`src/sv/pl0_sm_pkg.sv`:
```
// Shared types and constants for the PL/0 stack machine execute block.
// Used by pl0_sm_ctrl, pl0_sm_datapath and pl0_stack_machine_execute.
// No dependencies.
package pl0_sm_pkg;

  // sizes of the stores
  localparam int DATA_DEPTH    = 64;
  localparam int REG_DEPTH     = 16;
  localparam int PROGRAM_DEPTH = 256;

  localparam int DATA_AW = $clog2(DATA_DEPTH);
  localparam int REG_AW  = $clog2(REG_DEPTH);
  localparam int RT_W    = $clog2(REG_DEPTH + 1);
  localparam int PC_W    = $clog2(PROGRAM_DEPTH);
  localparam int SP_W    = DATA_AW + 1;

  // opcodes
  localparam logic [3:0] OP_LIT = 4'd1;
  localparam logic [3:0] OP_OPR = 4'd2;
  localparam logic [3:0] OP_LOD = 4'd3;
  localparam logic [3:0] OP_STO = 4'd4;
  localparam logic [3:0] OP_CAL = 4'd5;
  localparam logic [3:0] OP_INC = 4'd6;
  localparam logic [3:0] OP_JMP = 4'd7;
  localparam logic [3:0] OP_JPC = 4'd8;
  localparam logic [3:0] OP_SYS = 4'd9;

  // opr sub-operations
  localparam logic signed [31:0] OPR_RET = 32'sd0;
  localparam logic signed [31:0] OPR_NEG = 32'sd1;
  localparam logic signed [31:0] OPR_ADD = 32'sd2;
  localparam logic signed [31:0] OPR_SUB = 32'sd3;
  localparam logic signed [31:0] OPR_MUL = 32'sd4;
  localparam logic signed [31:0] OPR_DIV = 32'sd5;
  localparam logic signed [31:0] OPR_EQL = 32'sd6;
  localparam logic signed [31:0] OPR_NEQ = 32'sd7;
  localparam logic signed [31:0] OPR_LSS = 32'sd8;
  localparam logic signed [31:0] OPR_LEQ = 32'sd9;
  localparam logic signed [31:0] OPR_GTR = 32'sd10;
  localparam logic signed [31:0] OPR_GEQ = 32'sd11;
  localparam logic signed [31:0] OPR_AND = 32'sd12;
  localparam logic signed [31:0] OPR_OR  = 32'sd13;
  localparam logic signed [31:0] OPR_NOT = 32'sd14;

  // sys sub-operations
  localparam logic signed [31:0] SYS_WRITE = 32'sd1;
  localparam logic signed [31:0] SYS_READ  = 32'sd2;
  localparam logic signed [31:0] SYS_HALT  = 32'sd3;

  // status codes
  localparam logic [1:0] ST_OK    = 2'd0;
  localparam logic [1:0] ST_DIV0  = 2'd1;
  localparam logic [1:0] ST_FAULT = 2'd2;

  typedef struct packed {
    logic [3:0]         action;
    logic [3:0]         level;
    logic signed [31:0] operand;
    logic signed [31:0] read_value;
  } pl0_in_t;

  typedef struct packed {
    logic [7:0]         next_pc;
    logic               halted;
    logic               write_valid;
    logic signed [31:0] write_value;
    logic [1:0]         status;
  } pl0_out_t;

  // decoded instruction class
  typedef enum logic [3:0] {
    K_NOP, K_LIT, K_RET, K_UNARY, K_BINARY, K_LOD, K_STO, K_CAL,
    K_INC, K_JMP, K_JPC, K_WRITE, K_READ, K_HALT
  } kind_t;

  // datapath micro-operations
  typedef enum logic [4:0] {
    U_IDLE, U_LOAD, U_ADV, U_FAULT, U_PUSH_LIT, U_PUSH_RV, U_OS_RD_TOP,
    U_TAKE_T, U_TAKE_D, U_LINK_RD, U_LINK_STEP, U_DM_RD_ADDR, U_PUSH_DM,
    U_STORE, U_CAL1, U_CAL2, U_CAL3, U_RET_RD1, U_RET_RD2, U_RET_DO,
    U_INC, U_JMP, U_JPC_POP, U_WRITE, U_HALT, U_UNARY, U_ALU,
    U_DIV_START, U_DIV_STEP, U_DIV_END, U_OP_WB, U_FINISH
  } uop_t;

  // datapath status toward the controller
  typedef struct packed {
    logic  halted;
    kind_t kind;
    logic  stk_full;
    logic  stk_empty;
    logic  stk_lt2;
    logic  links_done;
    logic  link_bad;
    logic  addr_bad;
    logic  cal_bad;
    logic  prog_bad;
    logic  inc_bad;
    logic  ret_addr_bad;
    logic  ret_bad;
    logic  top_zero;
    logic  is_div;
    logic  div_last;
    logic  out_busy;
  } dp_stat_t;

endpackage

```
`src/sv/pl0_sm_datapath.sv`:
```
// Datapath of the PL/0 stack machine: machine registers, data store,
// operand stack, alu, iterative divider and result register.
// Depends on pl0_sm_pkg.
module pl0_sm_datapath import pl0_sm_pkg::*; (
  input  logic     clk,
  input  logic     rst,
  input  uop_t     uop,
  input  pl0_in_t  in_data,
  output dp_stat_t stat,
  output logic     out_valid,
  input  logic     out_stall,
  output pl0_out_t out_data
);

  // machine registers
  logic [PC_W-1:0]        pc;
  logic [DATA_AW-1:0]     bp;
  logic signed [SP_W-1:0] sp;
  logic [RT_W-1:0]        rt;
  logic                   halt;

  // per-instruction registers
  pl0_in_t            ins;
  logic [DATA_AW-1:0] r;
  logic [3:0]         cnt;
  logic signed [31:0] t;
  logic signed [31:0] d;
  logic [31:0]        res;
  logic [1:0]         st;
  logic               wvalid;
  logic [31:0]        wvalue;

  // divider
  logic [31:0] quo;
  logic [31:0] rem;
  logic [31:0] dvs;
  logic [4:0]  div_cnt;
  logic [33:0] trial;

  // stores
  logic [31:0]        dmem [DATA_DEPTH];
  logic [DATA_DEPTH-1:0] dvalid;
  logic [31:0]        dm_q;
  logic [31:0]        ostk [REG_DEPTH];
  logic [31:0]        os_q;

  // store port controls
  logic               dm_we;
  logic               dm_re;
  logic [DATA_AW-1:0] dm_addr;
  logic [31:0]        dm_wd;
  logic               os_we;
  logic               os_re;
  logic [REG_AW-1:0]  os_wa;
  logic [REG_AW-1:0]  os_ra;
  logic [31:0]        os_wd;

  // address arithmetic
  logic [RT_W-1:0]        rt_m1;
  logic [RT_W-1:0]        rt_p1;
  logic signed [SP_W-1:0] sp_p1;
  logic signed [SP_W-1:0] sp_p2;
  logic signed [SP_W-1:0] sp_p3;
  logic signed [33:0]     addr_sum;
  logic signed [33:0]     cal_sum;
  logic signed [33:0]     inc_sum;
  logic [DATA_AW:0]       bp_p2;
  kind_t                  kind;

  assign rt_m1    = rt - RT_W'(1);
  assign rt_p1    = rt + RT_W'(1);
  assign sp_p1    = sp + SP_W'(1);
  assign sp_p2    = sp + SP_W'(2);
  assign sp_p3    = sp + SP_W'(3);
  assign addr_sum = 34'(signed'({1'b0, r})) + 34'(ins.operand);
  assign cal_sum  = 34'(sp) + 34'sd3;
  assign inc_sum  = 34'(sp) + 34'(ins.operand);
  assign bp_p2    = (DATA_AW+1)'(bp) + (DATA_AW+1)'(2);
  assign trial    = {1'b0, rem, quo[31]} - {2'b00, dvs};

  // instruction class
  always_comb begin
    kind = K_NOP;
    case (ins.action)
      OP_LIT: kind = K_LIT;
      OP_OPR: begin
        if (ins.operand == OPR_RET) kind = K_RET;
        else if (ins.operand == OPR_NEG || ins.operand == OPR_NOT) kind = K_UNARY;
        else if (ins.operand >= OPR_ADD && ins.operand <= OPR_OR) kind = K_BINARY;
      end
      OP_LOD: kind = K_LOD;
      OP_STO: kind = K_STO;
      OP_CAL: kind = K_CAL;
      OP_INC: kind = K_INC;
      OP_JMP: kind = K_JMP;
      OP_JPC: kind = K_JPC;
      OP_SYS: begin
        if (ins.operand == SYS_WRITE) kind = K_WRITE;
        else if (ins.operand == SYS_READ) kind = K_READ;
        else if (ins.operand == SYS_HALT) kind = K_HALT;
      end
      default: kind = K_NOP;
    endcase
  end

  // status toward the controller
  always_comb begin
    stat.halted       = halt;
    stat.kind         = kind;
    stat.stk_full     = rt == '0;
    stat.stk_empty    = rt == RT_W'(REG_DEPTH);
    stat.stk_lt2      = rt >= RT_W'(REG_DEPTH - 1);
    stat.links_done   = cnt == '0;
    stat.link_bad     = dm_q >= 32'(DATA_DEPTH);
    stat.addr_bad     = addr_sum[33] || (addr_sum[32:0] >= 33'(DATA_DEPTH));
    stat.cal_bad      = cal_sum[33] || (cal_sum[32:0] >= 33'(DATA_DEPTH));
    stat.prog_bad     = ins.operand[31] || (ins.operand[30:0] >= 31'(PROGRAM_DEPTH));
    stat.inc_bad      = (inc_sum[33] && (inc_sum != '1)) ||
                        (!inc_sum[33] && (inc_sum[32:0] >= 33'(DATA_DEPTH)));
    stat.ret_addr_bad = bp_p2 >= (DATA_AW+1)'(DATA_DEPTH);
    stat.ret_bad      = ($unsigned(t) >= 32'(DATA_DEPTH)) ||
                        (dm_q >= 32'(PROGRAM_DEPTH));
    stat.top_zero     = os_q == '0;
    stat.is_div       = ins.operand == OPR_DIV;
    stat.div_last     = div_cnt == '0;
    stat.out_busy     = out_valid && out_stall;
  end

  // store port selection
  always_comb begin
    dm_we   = 1'b0;
    dm_re   = 1'b0;
    dm_addr = r;
    dm_wd   = 32'(r);
    os_we   = 1'b0;
    os_re   = 1'b0;
    os_wa   = rt_m1[REG_AW-1:0];
    os_ra   = rt[REG_AW-1:0];
    os_wd   = ins.operand;
    case (uop)
      U_LINK_RD:    dm_re = 1'b1;
      U_DM_RD_ADDR: begin
        dm_re   = 1'b1;
        dm_addr = addr_sum[DATA_AW-1:0];
      end
      U_STORE: begin
        dm_we   = 1'b1;
        dm_addr = addr_sum[DATA_AW-1:0];
        dm_wd   = os_q;
      end
      U_CAL1: begin
        dm_we   = 1'b1;
        dm_addr = sp_p1[DATA_AW-1:0];
      end
      U_CAL2: begin
        dm_we   = 1'b1;
        dm_addr = sp_p2[DATA_AW-1:0];
        dm_wd   = 32'(bp);
      end
      U_CAL3: begin
        dm_we   = 1'b1;
        dm_addr = sp_p3[DATA_AW-1:0];
        dm_wd   = 32'(pc);
      end
      U_RET_RD1: begin
        dm_re   = 1'b1;
        dm_addr = bp + DATA_AW'(1);
      end
      U_RET_RD2: begin
        dm_re   = 1'b1;
        dm_addr = bp_p2[DATA_AW-1:0];
      end
      U_PUSH_LIT: os_we = 1'b1;
      U_PUSH_RV: begin
        os_we = 1'b1;
        os_wd = ins.read_value;
      end
      U_PUSH_DM: begin
        os_we = 1'b1;
        os_wd = dm_q;
      end
      U_OS_RD_TOP: os_re = 1'b1;
      U_TAKE_T: begin
        os_re = 1'b1;
        os_ra = rt_p1[REG_AW-1:0];
      end
      U_UNARY: begin
        os_we = 1'b1;
        os_wa = rt[REG_AW-1:0];
        os_wd = (ins.operand == OPR_NEG) ? (32'd0 - os_q) : 32'(os_q == '0);
      end
      U_OP_WB: begin
        os_we = 1'b1;
        os_wa = rt_p1[REG_AW-1:0];
        os_wd = res;
      end
      default: ;
    endcase
  end

  // data store, unwritten entries read as zero
  always_ff @(posedge clk) begin
    if (dm_we) dmem[dm_addr] <= dm_wd;
    if (dm_re) dm_q <= dvalid[dm_addr] ? dmem[dm_addr] : '0;
  end

  always_ff @(posedge clk) begin
    if (rst) begin
      dvalid <= '0;
    end else if (dm_we) begin
      dvalid[dm_addr] <= 1'b1;
    end
  end

  // operand stack
  always_ff @(posedge clk) begin
    if (os_we) ostk[os_wa] <= os_wd;
    if (os_re) os_q <= ostk[os_ra];
  end

  // machine control registers
  always_ff @(posedge clk) begin
    if (rst) begin
      pc        <= '0;
      bp        <= '0;
      sp        <= '1;
      rt        <= RT_W'(REG_DEPTH);
      halt      <= 1'b0;
      out_valid <= 1'b0;
    end else begin
      if (uop == U_FINISH) out_valid <= 1'b1;
      else if (!out_stall) out_valid <= 1'b0;
      case (uop)
        U_ADV:      pc <= pc + PC_W'(1);
        U_PUSH_LIT, U_PUSH_RV, U_PUSH_DM: rt <= rt_m1;
        U_STORE, U_WRITE, U_OP_WB: rt <= rt_p1;
        U_CAL3: begin
          bp <= sp_p1[DATA_AW-1:0];
          pc <= ins.operand[PC_W-1:0];
        end
        U_RET_DO: begin
          sp <= signed'({1'b0, bp}) - SP_W'(1);
          bp <= t[DATA_AW-1:0];
          pc <= dm_q[PC_W-1:0];
        end
        U_INC:  sp <= SP_W'(inc_sum);
        U_JMP:  pc <= ins.operand[PC_W-1:0];
        U_JPC_POP: begin
          rt <= rt_p1;
          if (os_q == '0) pc <= ins.operand[PC_W-1:0];
        end
        U_HALT: halt <= 1'b1;
        default: ;
      endcase
    end
  end

  // per-instruction payload registers
  always_ff @(posedge clk) begin
    case (uop)
      U_LOAD: begin
        ins    <= in_data;
        r      <= bp;
        cnt    <= in_data.level;
        st     <= ST_OK;
        wvalid <= 1'b0;
        wvalue <= '0;
      end
      U_FAULT: st <= ST_FAULT;
      U_LINK_STEP: begin
        r   <= dm_q[DATA_AW-1:0];
        cnt <= cnt - 4'd1;
      end
      U_RET_RD2: t <= dm_q;
      U_TAKE_T:  t <= os_q;
      U_TAKE_D:  d <= os_q;
      U_WRITE: begin
        wvalid <= 1'b1;
        wvalue <= os_q;
      end
      U_ALU: begin
        case (ins.operand)
          OPR_ADD: res <= d + t;
          OPR_SUB: res <= d - t;
          OPR_MUL: res <= d * t;
          OPR_EQL: res <= 32'(d == t);
          OPR_NEQ: res <= 32'(d != t);
          OPR_LSS: res <= 32'(d < t);
          OPR_LEQ: res <= 32'(d <= t);
          OPR_GTR: res <= 32'(d > t);
          OPR_GEQ: res <= 32'(d >= t);
          OPR_AND: res <= 32'((d != '0) && (t != '0));
          default: res <= 32'((d != '0) || (t != '0));
        endcase
      end
      // restoring divide on magnitudes, one quotient bit a cycle
      U_DIV_START: begin
        quo     <= d[31] ? (32'd0 - d) : d;
        dvs     <= t[31] ? (32'd0 - t) : t;
        rem     <= '0;
        div_cnt <= 5'd31;
      end
      U_DIV_STEP: begin
        rem     <= trial[33] ? {rem[30:0], quo[31]} : trial[31:0];
        quo     <= {quo[30:0], ~trial[33]};
        div_cnt <= div_cnt - 5'd1;
      end
      U_DIV_END: begin
        if (t == '0) res <= '0;
        else res <= (d[31] ^ t[31]) ? (32'd0 - quo) : quo;
      end
      U_OP_WB: if (stat.is_div && t == '0) st <= ST_DIV0;
      U_FINISH: begin
        out_data.next_pc     <= 8'(pc);
        out_data.halted      <= halt;
        out_data.write_valid <= wvalid;
        out_data.write_value <= wvalue;
        out_data.status      <= st;
      end
      default: ;
    endcase
  end

endmodule

```
`src/sv/pl0_sm_ctrl.sv`:
```
// Controller of the PL/0 stack machine: sequences one instruction as a
// series of datapath micro-operations. Depends on pl0_sm_pkg.
module pl0_sm_ctrl import pl0_sm_pkg::*; (
  input  logic     clk,
  input  logic     rst,
  input  logic     in_valid,
  output logic     in_stall,
  input  dp_stat_t stat,
  output uop_t     uop
);

  typedef enum logic [5:0] {
    S_IDLE, S_DECODE, S_FAULT, S_LIT, S_READ, S_INC, S_JMP, S_HALT,
    S_LINK, S_LINK_CHK, S_LINKED, S_LOD_PUSH, S_STORE, S_CAL2, S_CAL3,
    S_RET1, S_RET2, S_RET3, S_UN_RD, S_UNARY, S_BIN_RD, S_BIN_T, S_BIN_D,
    S_ALU, S_DIV_START, S_DIV, S_DIV_END, S_WB, S_JPC_RD, S_JPC,
    S_WR_RD, S_WRITE, S_FINISH
  } state_t;

  state_t state;
  state_t state_next;

  assign in_stall = state != S_IDLE;

  // next state and micro-operation
  always_comb begin
    state_next = state;
    uop        = U_IDLE;
    case (state)
      S_IDLE: if (in_valid) begin
        uop        = U_LOAD;
        state_next = S_DECODE;
      end
      S_DECODE: begin
        if (stat.halted) begin
          state_next = S_FINISH;
        end else begin
          uop = U_ADV;
          case (stat.kind)
            K_LIT:    state_next = stat.stk_full ? S_FAULT : S_LIT;
            K_READ:   state_next = stat.stk_full ? S_FAULT : S_READ;
            K_RET:    state_next = stat.ret_addr_bad ? S_FAULT : S_RET1;
            K_UNARY:  state_next = stat.stk_empty ? S_FAULT : S_UN_RD;
            K_BINARY: state_next = stat.stk_lt2 ? S_FAULT : S_BIN_RD;
            K_LOD:    state_next = stat.stk_full ? S_FAULT : S_LINK;
            K_STO:    state_next = stat.stk_empty ? S_FAULT : S_LINK;
            K_CAL:    state_next = S_LINK;
            K_INC:    state_next = stat.inc_bad ? S_FAULT : S_INC;
            K_JMP:    state_next = stat.prog_bad ? S_FAULT : S_JMP;
            K_JPC:    state_next = stat.stk_empty ? S_FAULT : S_JPC_RD;
            K_WRITE:  state_next = stat.stk_empty ? S_FAULT : S_WR_RD;
            K_HALT:   state_next = S_HALT;
            default:  state_next = S_FINISH;
          endcase
        end
      end
      S_FAULT: begin
        uop        = U_FAULT;
        state_next = S_FINISH;
      end
      S_LIT: begin
        uop        = U_PUSH_LIT;
        state_next = S_FINISH;
      end
      S_READ: begin
        uop        = U_PUSH_RV;
        state_next = S_FINISH;
      end
      S_INC: begin
        uop        = U_INC;
        state_next = S_FINISH;
      end
      S_JMP: begin
        uop        = U_JMP;
        state_next = S_FINISH;
      end
      S_HALT: begin
        uop        = U_HALT;
        state_next = S_FINISH;
      end
      // static link walk
      S_LINK: begin
        if (stat.links_done) begin
          state_next = S_LINKED;
        end else begin
          uop        = U_LINK_RD;
          state_next = S_LINK_CHK;
        end
      end
      S_LINK_CHK: begin
        if (stat.link_bad) begin
          state_next = S_FAULT;
        end else begin
          uop        = U_LINK_STEP;
          state_next = S_LINK;
        end
      end
      S_LINKED: begin
        if (stat.kind == K_CAL) begin
          if (stat.cal_bad || stat.prog_bad) begin
            state_next = S_FAULT;
          end else begin
            uop        = U_CAL1;
            state_next = S_CAL2;
          end
        end else if (stat.addr_bad) begin
          state_next = S_FAULT;
        end else if (stat.kind == K_LOD) begin
          uop        = U_DM_RD_ADDR;
          state_next = S_LOD_PUSH;
        end else begin
          uop        = U_OS_RD_TOP;
          state_next = S_STORE;
        end
      end
      S_LOD_PUSH: begin
        uop        = U_PUSH_DM;
        state_next = S_FINISH;
      end
      S_STORE: begin
        uop        = U_STORE;
        state_next = S_FINISH;
      end
      S_CAL2: begin
        uop        = U_CAL2;
        state_next = S_CAL3;
      end
      S_CAL3: begin
        uop        = U_CAL3;
        state_next = S_FINISH;
      end
      // return: fetch saved frame base and pc
      S_RET1: begin
        uop        = U_RET_RD1;
        state_next = S_RET2;
      end
      S_RET2: begin
        uop        = U_RET_RD2;
        state_next = S_RET3;
      end
      S_RET3: begin
        if (stat.ret_bad) begin
          state_next = S_FAULT;
        end else begin
          uop        = U_RET_DO;
          state_next = S_FINISH;
        end
      end
      S_UN_RD: begin
        uop        = U_OS_RD_TOP;
        state_next = S_UNARY;
      end
      S_UNARY: begin
        uop        = U_UNARY;
        state_next = S_FINISH;
      end
      // binary operation: fetch both operands
      S_BIN_RD: begin
        uop        = U_OS_RD_TOP;
        state_next = S_BIN_T;
      end
      S_BIN_T: begin
        uop        = U_TAKE_T;
        state_next = S_BIN_D;
      end
      S_BIN_D: begin
        uop        = U_TAKE_D;
        state_next = stat.is_div ? S_DIV_START : S_ALU;
      end
      S_ALU: begin
        uop        = U_ALU;
        state_next = S_WB;
      end
      S_DIV_START: begin
        uop        = U_DIV_START;
        state_next = S_DIV;
      end
      S_DIV: begin
        uop = U_DIV_STEP;
        if (stat.div_last) state_next = S_DIV_END;
      end
      S_DIV_END: begin
        uop        = U_DIV_END;
        state_next = S_WB;
      end
      S_WB: begin
        uop        = U_OP_WB;
        state_next = S_FINISH;
      end
      S_JPC_RD: begin
        uop        = U_OS_RD_TOP;
        state_next = S_JPC;
      end
      S_JPC: begin
        if (stat.top_zero && stat.prog_bad) begin
          state_next = S_FAULT;
        end else begin
          uop        = U_JPC_POP;
          state_next = S_FINISH;
        end
      end
      S_WR_RD: begin
        uop        = U_OS_RD_TOP;
        state_next = S_WRITE;
      end
      S_WRITE: begin
        uop        = U_WRITE;
        state_next = S_FINISH;
      end
      // hand the word to the result register once it is free
      S_FINISH: if (!stat.out_busy) begin
        uop        = U_FINISH;
        state_next = S_IDLE;
      end
      default: state_next = S_IDLE;
    endcase
  end

  always_ff @(posedge clk) begin
    if (rst) begin
      state <= S_IDLE;
    end else begin
      state <= state_next;
    end
  end

endmodule

```
`src/sv/pl0_stack_machine_execute.sv`:
```
// Top level of the PL/0 stack machine execute block.
// Joins pl0_sm_ctrl and pl0_sm_datapath; depends on pl0_sm_pkg.
//
//   channel | valid     | stall     | word
//   input   | in_valid  | in_stall  | in_data  (pl0_in_t)
//   result  | out_valid | out_stall | out_data (pl0_out_t)
//
// One instruction at a time: a new word is taken only once the last one
// has loaded the result register. Each static link followed adds a read
// and a check, and a divide runs 32 quotient bits, one a cycle.
// Each memory access goes through a registered read port.
// Reset (rst, synchronous) empties the stacks and clears the data store
// valid bits at once; no clearing pass.
// A finished word sits in the result register; a stalled result holds the
// next instruction in its last cycle, while the input is already taken.
module pl0_stack_machine_execute import pl0_sm_pkg::*; (
  input  logic     clk,
  input  logic     rst,
  input  logic     in_valid,
  output logic     in_stall,
  input  pl0_in_t  in_data,
  output logic     out_valid,
  input  logic     out_stall,
  output pl0_out_t out_data
);

  uop_t     uop;
  dp_stat_t stat;

  pl0_sm_ctrl u_ctrl (
    .clk      (clk),
    .rst      (rst),
    .in_valid (in_valid),
    .in_stall (in_stall),
    .stat     (stat),
    .uop      (uop)
  );

  pl0_sm_datapath u_datapath (
    .clk       (clk),
    .rst       (rst),
    .uop       (uop),
    .in_data   (in_data),
    .stat      (stat),
    .out_valid (out_valid),
    .out_stall (out_stall),
    .out_data  (out_data)
  );

endmodule

```
`config.mk`:
```
export PLATFORM = sky130hd
export DESIGN_NAME = pl0_stack_machine_execute
export DESIGN_NICKNAME = d
export VERILOG_FILES = /design/src/sv/pl0_sm_pkg.sv /design/src/sv/pl0_sm_datapath.sv /design/src/sv/pl0_sm_ctrl.sv /design/src/sv/pl0_stack_machine_execute.sv
export SDC_FILE = /design/constraint.sdc
export NUM_CORES = 2
export LEC_CHECK = 0
export BUFFER_PORTS_ARGS = -buffer_cell sky130_fd_sc_hd__buf_2
export CAP_MARGIN = 30
export CORE_ASPECT_RATIO = 1.5
export CORE_UTILIZATION = 45
export CTS_CLUSTER_SIZE = 30
export DETAILED_ROUTE_END_ITERATION = 8
export RECOVER_POWER = 50
export SETUP_SLACK_MARGIN = 0.2
export SYNTH_ARGS = -nofsm -noshare
export SYNTH_HDL_FRONTEND = slang
export SYNTH_SLANG_ARGS = --single-unit
```
`constraint.sdc`:
```
create_clock -name clk -period 8.5 [get_ports clk]
set_input_delay 0.85 -clock clk [delete_from_list [all_inputs] [get_ports clk]]
set_output_delay 0.85 -clock clk [all_outputs]
set_load 0.05 [all_outputs]
```
; After elaboration in Yosys (flattened, before gate mapping)
; Memory sizes are Yosys's and may differ from the RTL's. A register that Yosys moved wholly into a read port is not among the register bits.
; Index checks and enable logic that the tools add are counted.
[op_classes]
n_addsub = 21
n_mul = 1
div = 0
magnitude_cmp = 17
eq_ne = 110
shifts = 0
mux = 87
bitwise_logic = 3
reduce_logical = 52
[op_table]
columns = op, n
row1 = one-hot mux 32 bit (10 select lines), 1
row2 = one-hot mux 32 bit (2 select lines), 5
row3 = "== test 32 x 4 -> 1 bit, second input constant", 6
row4 = "== test 32 x 3 -> 1 bit, second input constant", 5
row5 = two-way mux 32 bit, 5
row6 = one-hot mux 5 bit (30 select lines), 1
row7 = one-hot mux 32 bit (4 select lines), 1
row8 = "subtractor 1 x 32 -> 32 bit, first input constant", 4
row9 = one-hot mux 6 bit (21 select lines), 1
row10 = "greater-or-equal comparator 33 x 7 -> 1 bit, second input constant", 3
row11 = "== test 32 x 2 -> 1 bit, second input constant", 3
row12 = "== test 6 x 5 -> 1 bit, second input constant", 16
row13 = logical NOT 32 bit, 3
row14 = one-hot mux 32 bit (3 select lines), 1
row15 = "== test 5 bit, second input constant", 17
row16 = one-hot mux 6 bit (13 select lines), 1
row17 = adder 7 x 32 -> 33 bit, 2
row18 = "greater-or-equal comparator 32 x 7 -> 1 bit, second input constant", 2
row19 = two-way mux 4 bit, 16
row20 = OR 64 bit, 1
row21 = nonzero test 32 bit, 2
row22 = "== test 6 x 4 -> 1 bit, second input constant", 8
row23 = two-way mux 6 bit, 8
row24 = two-way mux 5 bit, 9
row25 = 79 further kinds, 170
[word_totals]
reg_bits = 452
latch_bits = 0
ram_bits = 2560
mem_bits_ro = 0
inputBits = 76
n_memories = 2
[mem_list]
columns = name, depth, word_bits, read_ports, rd_clocked_by_memory_dff, write_ports, line
row1 = u_datapath.dmem, 64, 32, 1, 1, 1, pl0_sm_datapath.sv:41  ; logic [31:0] dmem [DATA_DEPTH];
row2 = u_datapath.ostk, 16, 32, 1, 1, 1, pl0_sm_datapath.sv:44  ; logic [31:0] ostk [REG_DEPTH];

; Longest topological paths before layout
[depth]
word_depth = 19
depth_mapped = 31
ltp_nobuf = 30

; Modules after synthesis
; From an unflattened synthesis, not the netlist that was laid out.
[hier_totals]
cells_unflattened = 12135
area_unflattened_um2 = 148017.0
[by_module_without_submodules]
columns = module, instances, cells_each, area_each_um2, seq_area_each_um2
row1 = pl0_sm_datapath, 1, 11920, 146640.6, 91267.5
row2 = pl0_sm_ctrl, 1, 215, 1376.3, 120.1

; Least setup slack after synthesis
; OpenSTA, ideal clock, no wires.
[synth_path]
kind = register -> register
start = register u_datapath.t[4]
end = register u_datapath.res[31] (data pin)
arrival_time_ps = 7878
path_slack_ps = 349
path_stages_with_launch = 29
n_path_buf = 2
synth_period_minus_slack_ps = 8151
cell_sequence = edfxtp_1 clkbuf_1 buf_1 nand2_1 fa_1 inv_1 fa_1 inv_1 fa_1 inv_1 fa_1 fa_1 inv_1 fa_1 fa_1 inv_1 fa_1 ha_1 and3_1 a2111oi_0 o21ai_0 a211oi_1 a211oi_1 a21boi_0 o21ai_0 a21oi_1 xnor2_1 a221oi_1 a22oi_1
[synth_between]
elab_chain_len = 6
elab_cells_between_ends = 13
cone_classes = 2 x add/sub / 1 x mul / 1 x order compare / 2 x eq/ne / 5 x mux / 2 x reduce/logical
[synth_lines]
columns = item, line
row1 = start: declaration, pl0_sm_datapath.sv:26  ; logic signed [31:0] t;
row2 = start signal: assignment, pl0_sm_datapath.sv:274  ; U_RET_RD2: t <= dm_q;
row3 = start signal: assignment, pl0_sm_datapath.sv:275  ; U_TAKE_T: t <= os_q;
row4 = "parallel branches: the longest is 5 deep, another holds multiplier 32 x 32 -> 32 bit", n/a
row5 = one-hot mux 32 bit (2 select lines) (*), pl0_sm_datapath.sv:260  ; case (uop)
row6 = end signal: assignment, pl0_sm_datapath.sv:283  ; OPR_ADD: res <= d + t;
row7 = end signal: assignment, pl0_sm_datapath.sv:284  ; OPR_SUB: res <= d - t;
row8 = end signal: assignment, pl0_sm_datapath.sv:285  ; OPR_MUL: res <= d * t;
row9 = end: declaration, pl0_sm_datapath.sv:28  ; logic [31:0] res;
; Mark *: on every way between the ends.
; A chain may end at the register's enable or synchronous reset.

; Worst setup path after layout
[layout_path]
start = register u_datapath.t[1]
end = register u_datapath.res[30] (data pin)
; Same word-level chain as after synthesis.

==> flow_metrics.env <==
export IMPL_syn_inst=9920
export IMPL_root_buffer="clkbuf_16"
export IMPL_failed_checks="max-capacitance violations, max-slew violations"
export IMPL_grt_pass1_vias=95690
export IMPL_grt_overflow_total=0
export IMPL_drc=0
export IMPL_status="finished with violations"
export IMPL_required_ns=9.08
export IMPL_synth_mux_area_share_pct=3.284
export IMPL_grt_max_degree=129
export IMPL_ys_ff_latch=3076
export IMPL_syn_area_um2=141800
export IMPL_core_region_area_um2=313700
export IMPL_antenna_found_initial=46
export IMPL_cts_sinks=3076
export IMPL_yosysWarnings=0
export IMPL_hold_violations=0
export IMPL_start_util_pct=45.19
export IMPL_synth_compound_area_share_pct=11.20
export IMPL_synth_edff_count=2978
export IMPL_drt_wl_total_mm=530.2
export IMPL_vdd_drop_max_uv=173.6
export IMPL_cts_max_path_buffers=4
export IMPL_synth_top_family_by_area="compound AO/OA/AOI/OAI gates"
export IMPL_place_ws_ns=-0.09626
export IMPL_vias=95320
export IMPL_grtUsageTotal_pct=33.06
export IMPL_relSlewSlack_pct=-182.9
export IMPL_fin_ws_ns=0.2268
export IMPL_final_min_clock_period_ns=8.273
export IMPL_startpoint_type="register"
export IMPL_seq_area_frac_synth_pct=64.46
export IMPL_rrSetupSlack_ns=0.23
export IMPL_clk_pin_slew_ns=0.07
export IMPL_cts_tree="yes"
export IMPL_drt_vias_per_instance=6.230
export IMPL_synth_main_ff_cell="edfxtp_1"
export IMPL_p_leak_uw=0.06224
export IMPL_synth_top_area_share_pct=63.07
export IMPL_ys_top_cells_by_count="2,978 x edfxtp_1, 965 x a22oi_1, 746 x nand2_1"
export IMPL_rsz0062_at_grt="true"
export IMPL_synth_simple_area_share_pct=7.119
export IMPL_hp_class="input pin to register"
export IMPL_syn_to_final_growth_pct=17.43
export IMPL_wl_per_cell_um=34.65
export IMPL_r2r_end="u_datapath.res[30]$_DFFE_PP_"
export IMPL_worst_slew_pin_slew_ns=4.244
export IMPL_path_max_fanout=15
export IMPL_htree_levels=5
export IMPL_cp_data_arrival_time_ns=8.85
export IMPL_dpl_hpwl_mm=371.4
export IMPL_ios=122
export IMPL_cts_hold_buf=0
export IMPL_finClkSkew_ns=0.09940
export IMPL_r2r_cells=25
export IMPL_die_w_um=460.3
export IMPL_synthAdderAreaFrac_pct=8.496
export IMPL_die_h_um=689.5
export IMPL_critPathKind="register to register"
export IMPL_num_nets_final=11630
export IMPL_max_freq_mhz=120.9
export IMPL_first_iter_violations=10990
export IMPL_placed_area_um2=156800
export IMPL_setup_viol=0
export IMPL_drt_pass1_iter_count=6
export IMPL_period_share_pct=97.33
export IMPL_synth_area_leaders="edfxtp_1 63%, fa_1 5.8%, a22oi_1 5.1%, ha_1 2.7%, mux4_2 2.5%"
export IMPL_synth_largest_area_cell="edfxtp_1"
export IMPL_worstSkewPairLatency_ns=0.90
export IMPL_grt_pass1_wl_mm=734.1
export IMPL_power_density_nw_per_um2=218.8
export IMPL_postSynthAreaPerCell_um2=14.29
export IMPL_synthXorXnorAreaFrac_pct=1.951
export IMPL_timing_rr_start="u_datapath.t[1]$_DFFE_PP_"
export IMPL_cts_buffers=301
export IMPL_synth_most_common_cell="edfxtp_1"
export IMPL_die_area_um2=317400
export IMPL_routabilityCongestion=1.036
export IMPL_final_setup_tns_ns=0
export IMPL_ant_nets=0
export IMPL_utilization_pct=53.07
export IMPL_synthArstFlopShare_pct=0
export IMPL_portBuffers=121
export IMPL_endpoint_kind="register"
export IMPL_whs_path_depth=1
export IMPL_p_total_uw=36440
export IMPL_maxCapViolCount=57
export IMPL_hold_path_end="u_datapath.ins[55]$_DFFE_PP_"
export IMPL_synth_distinct_cells=102
export IMPL_final_area_um2=166500
export IMPL_syn_num_nets=10710
export IMPL_rows=252
export IMPL_slew_violations=2610
export IMPL_drive_above_1_share_pct=16.65
export IMPL_fillers=25890
export IMPL_hold_start="in_data[55]"
-- worst max path at each step --
stage,from,to,cells past startpoint
after CTS,u_datapath.t[4]$_DFFE_PP_,u_datapath.res[31]$_DFFE_PP_,30
after detailed placement,u_datapath.t[4]$_DFFE_PP_,u_datapath.res[31]$_DFFE_PP_,32
after floorplan,u_datapath.t[4]$_DFFE_PP_,u_datapath.res[31]$_DFFE_PP_,28
after global placement,u_datapath.t[4]$_DFFE_PP_,u_datapath.res[31]$_DFFE_PP_,30
final,u_datapath.t[1]$_DFFE_PP_,u_datapath.res[30]$_DFFE_PP_,25
after global routing,u_datapath.t[1]$_DFFE_PP_,u_datapath.res[30]$_DFFE_PP_,25
-- placed cells by master, fill, tap and decap left out, drive strengths merged, types with 110 or more instances in the layout --
cell type  count
nand3        110
fa           413
nor2         532
xor2         112
clkinv       115
a21oi        172
a22oi        965
xnor2        203
o21ai        247
edfxtp      2978
buf          999
and2         165
nor3         115
ha           302
inv          699
nand2        746
clkbuf       549
mux4         160
-- metrics by stage --
stage	std cells	hold WS, ns
CTS	15260	0.08578
global placement	14700	0.4024
global route	15280	0.1187
finish	15300	0.1475
floorplan	9920	0.4003
detailed placement	14710	0.4045
-- critical path: stages (launching register included) --
cell and delay (ns):
edfxtp_1 0.43, buf_4 0.17, clkbuf_1 0.78, and2_1 0.25
ha_1 0.26, fa_1 0.49, inv_1 0.05, fa_1 0.54
inv_1 0.05, fa_1 0.47, inv_1 0.05, fa_1 0.50
inv_1 0.05, fa_1 0.48, fa_1 0.53, fa_1 0.50
ha_2 0.47, nand3_1 0.11, a211o_2 0.40, a31o_2 0.31
o2111ai_1 0.27, a31o_2 0.19, o31a_1 0.12, o211ai_1 0.13
a211oi_2 0.25, o22ai_1 0.09
-- power by group --
part           total (uW)  switching, uW  internal, uW
combinational        5380           3600          1780
sequential          17200            264         16900
clock               13900           5940          7950
total               36400           9810         26600
-- layout make-up --
| cell class | instances | area (um2) | share of cell area, % |
|---|---|---|---|
| Antenna cell | 32 | 80.08 | 0.04809 |
| Clock buffer | 352 | 7869 | 4.726 |
| Clock inverter | 185 | 2126 | 1.277 |
| Inverter | 683 | 2565 | 1.541 |
| Multi-Input combinational cell | 5585 | 46420 | 27.88 |
| Sequential cell | 3076 | 91390 | 54.89 |
| Tap cell | 4191 | 5244 | 3.149 |
| Timing Repair Buffer | 1196 | 10810 | 6.492 |
-- kinds of logic after synthesis --
kind of cell             count (synthesis)
flip-flops                            3076
AO/OA/AOI/OAI                         2158
AND/OR/NAND/NOR                       2137
buffers and inverters                 1259
adder cells (fa/ha/maj)                715
XOR/XNOR                               315
multiplexers                           260
-- sequential cells by signal, indices dropped and copies added, names as in the netlist, 2 cells and up --
| register | flops |
|---|---|
| u_datapath.dvalid | 64 |
| u_datapath.cnt | 4 |
| u_datapath.rem | 32 |
| u_datapath.ostk | 512 |
| u_datapath.res | 32 |
| u_datapath.wvalue | 32 |
| u_datapath.dvs | 32 |
| u_datapath.t | 32 |
| u_datapath.d | 32 |
| u_ctrl.state | 6 |
| u_datapath.dmem | 2048 |
| u_datapath.ins | 68 |
| u_datapath.r | 6 |
| u_datapath.bp | 6 |
| u_datapath.os_q | 32 |
| u_datapath.st | 2 |
| u_datapath.pc | 8 |
| u_datapath.quo | 32 |
| u_datapath.out_data | 44 |
| u_datapath.sp | 7 |
| u_datapath.div_cnt | 5 |
| u_datapath.dm_q | 32 |
| u_datapath.rt | 5 |
-- routing by layer --
metal / up-vias / global-route usage [%] / part of all wire (%) / routed length [um]
met4: 14 / 25.05 / 9.0 / 47720
met5: - / 0 / 0.018 / 96
li1: 39730 / - / - / -
met3: 1405 / 5.643 / 7.6 / 40430
met2: 4996 / 54.99 / 49 / 257900
met1: 49170 / 38.21 / 35 / 184100
-- repair_timing --
item	in CTS	in global routing
pin swaps	1	7
hold endpoints to repair	0	0
buffers inserted	4	4
endpoints found under the setup margin	2	5
resized for setup	7	18
Note: power is estimated with default switching activity, not from simulation.
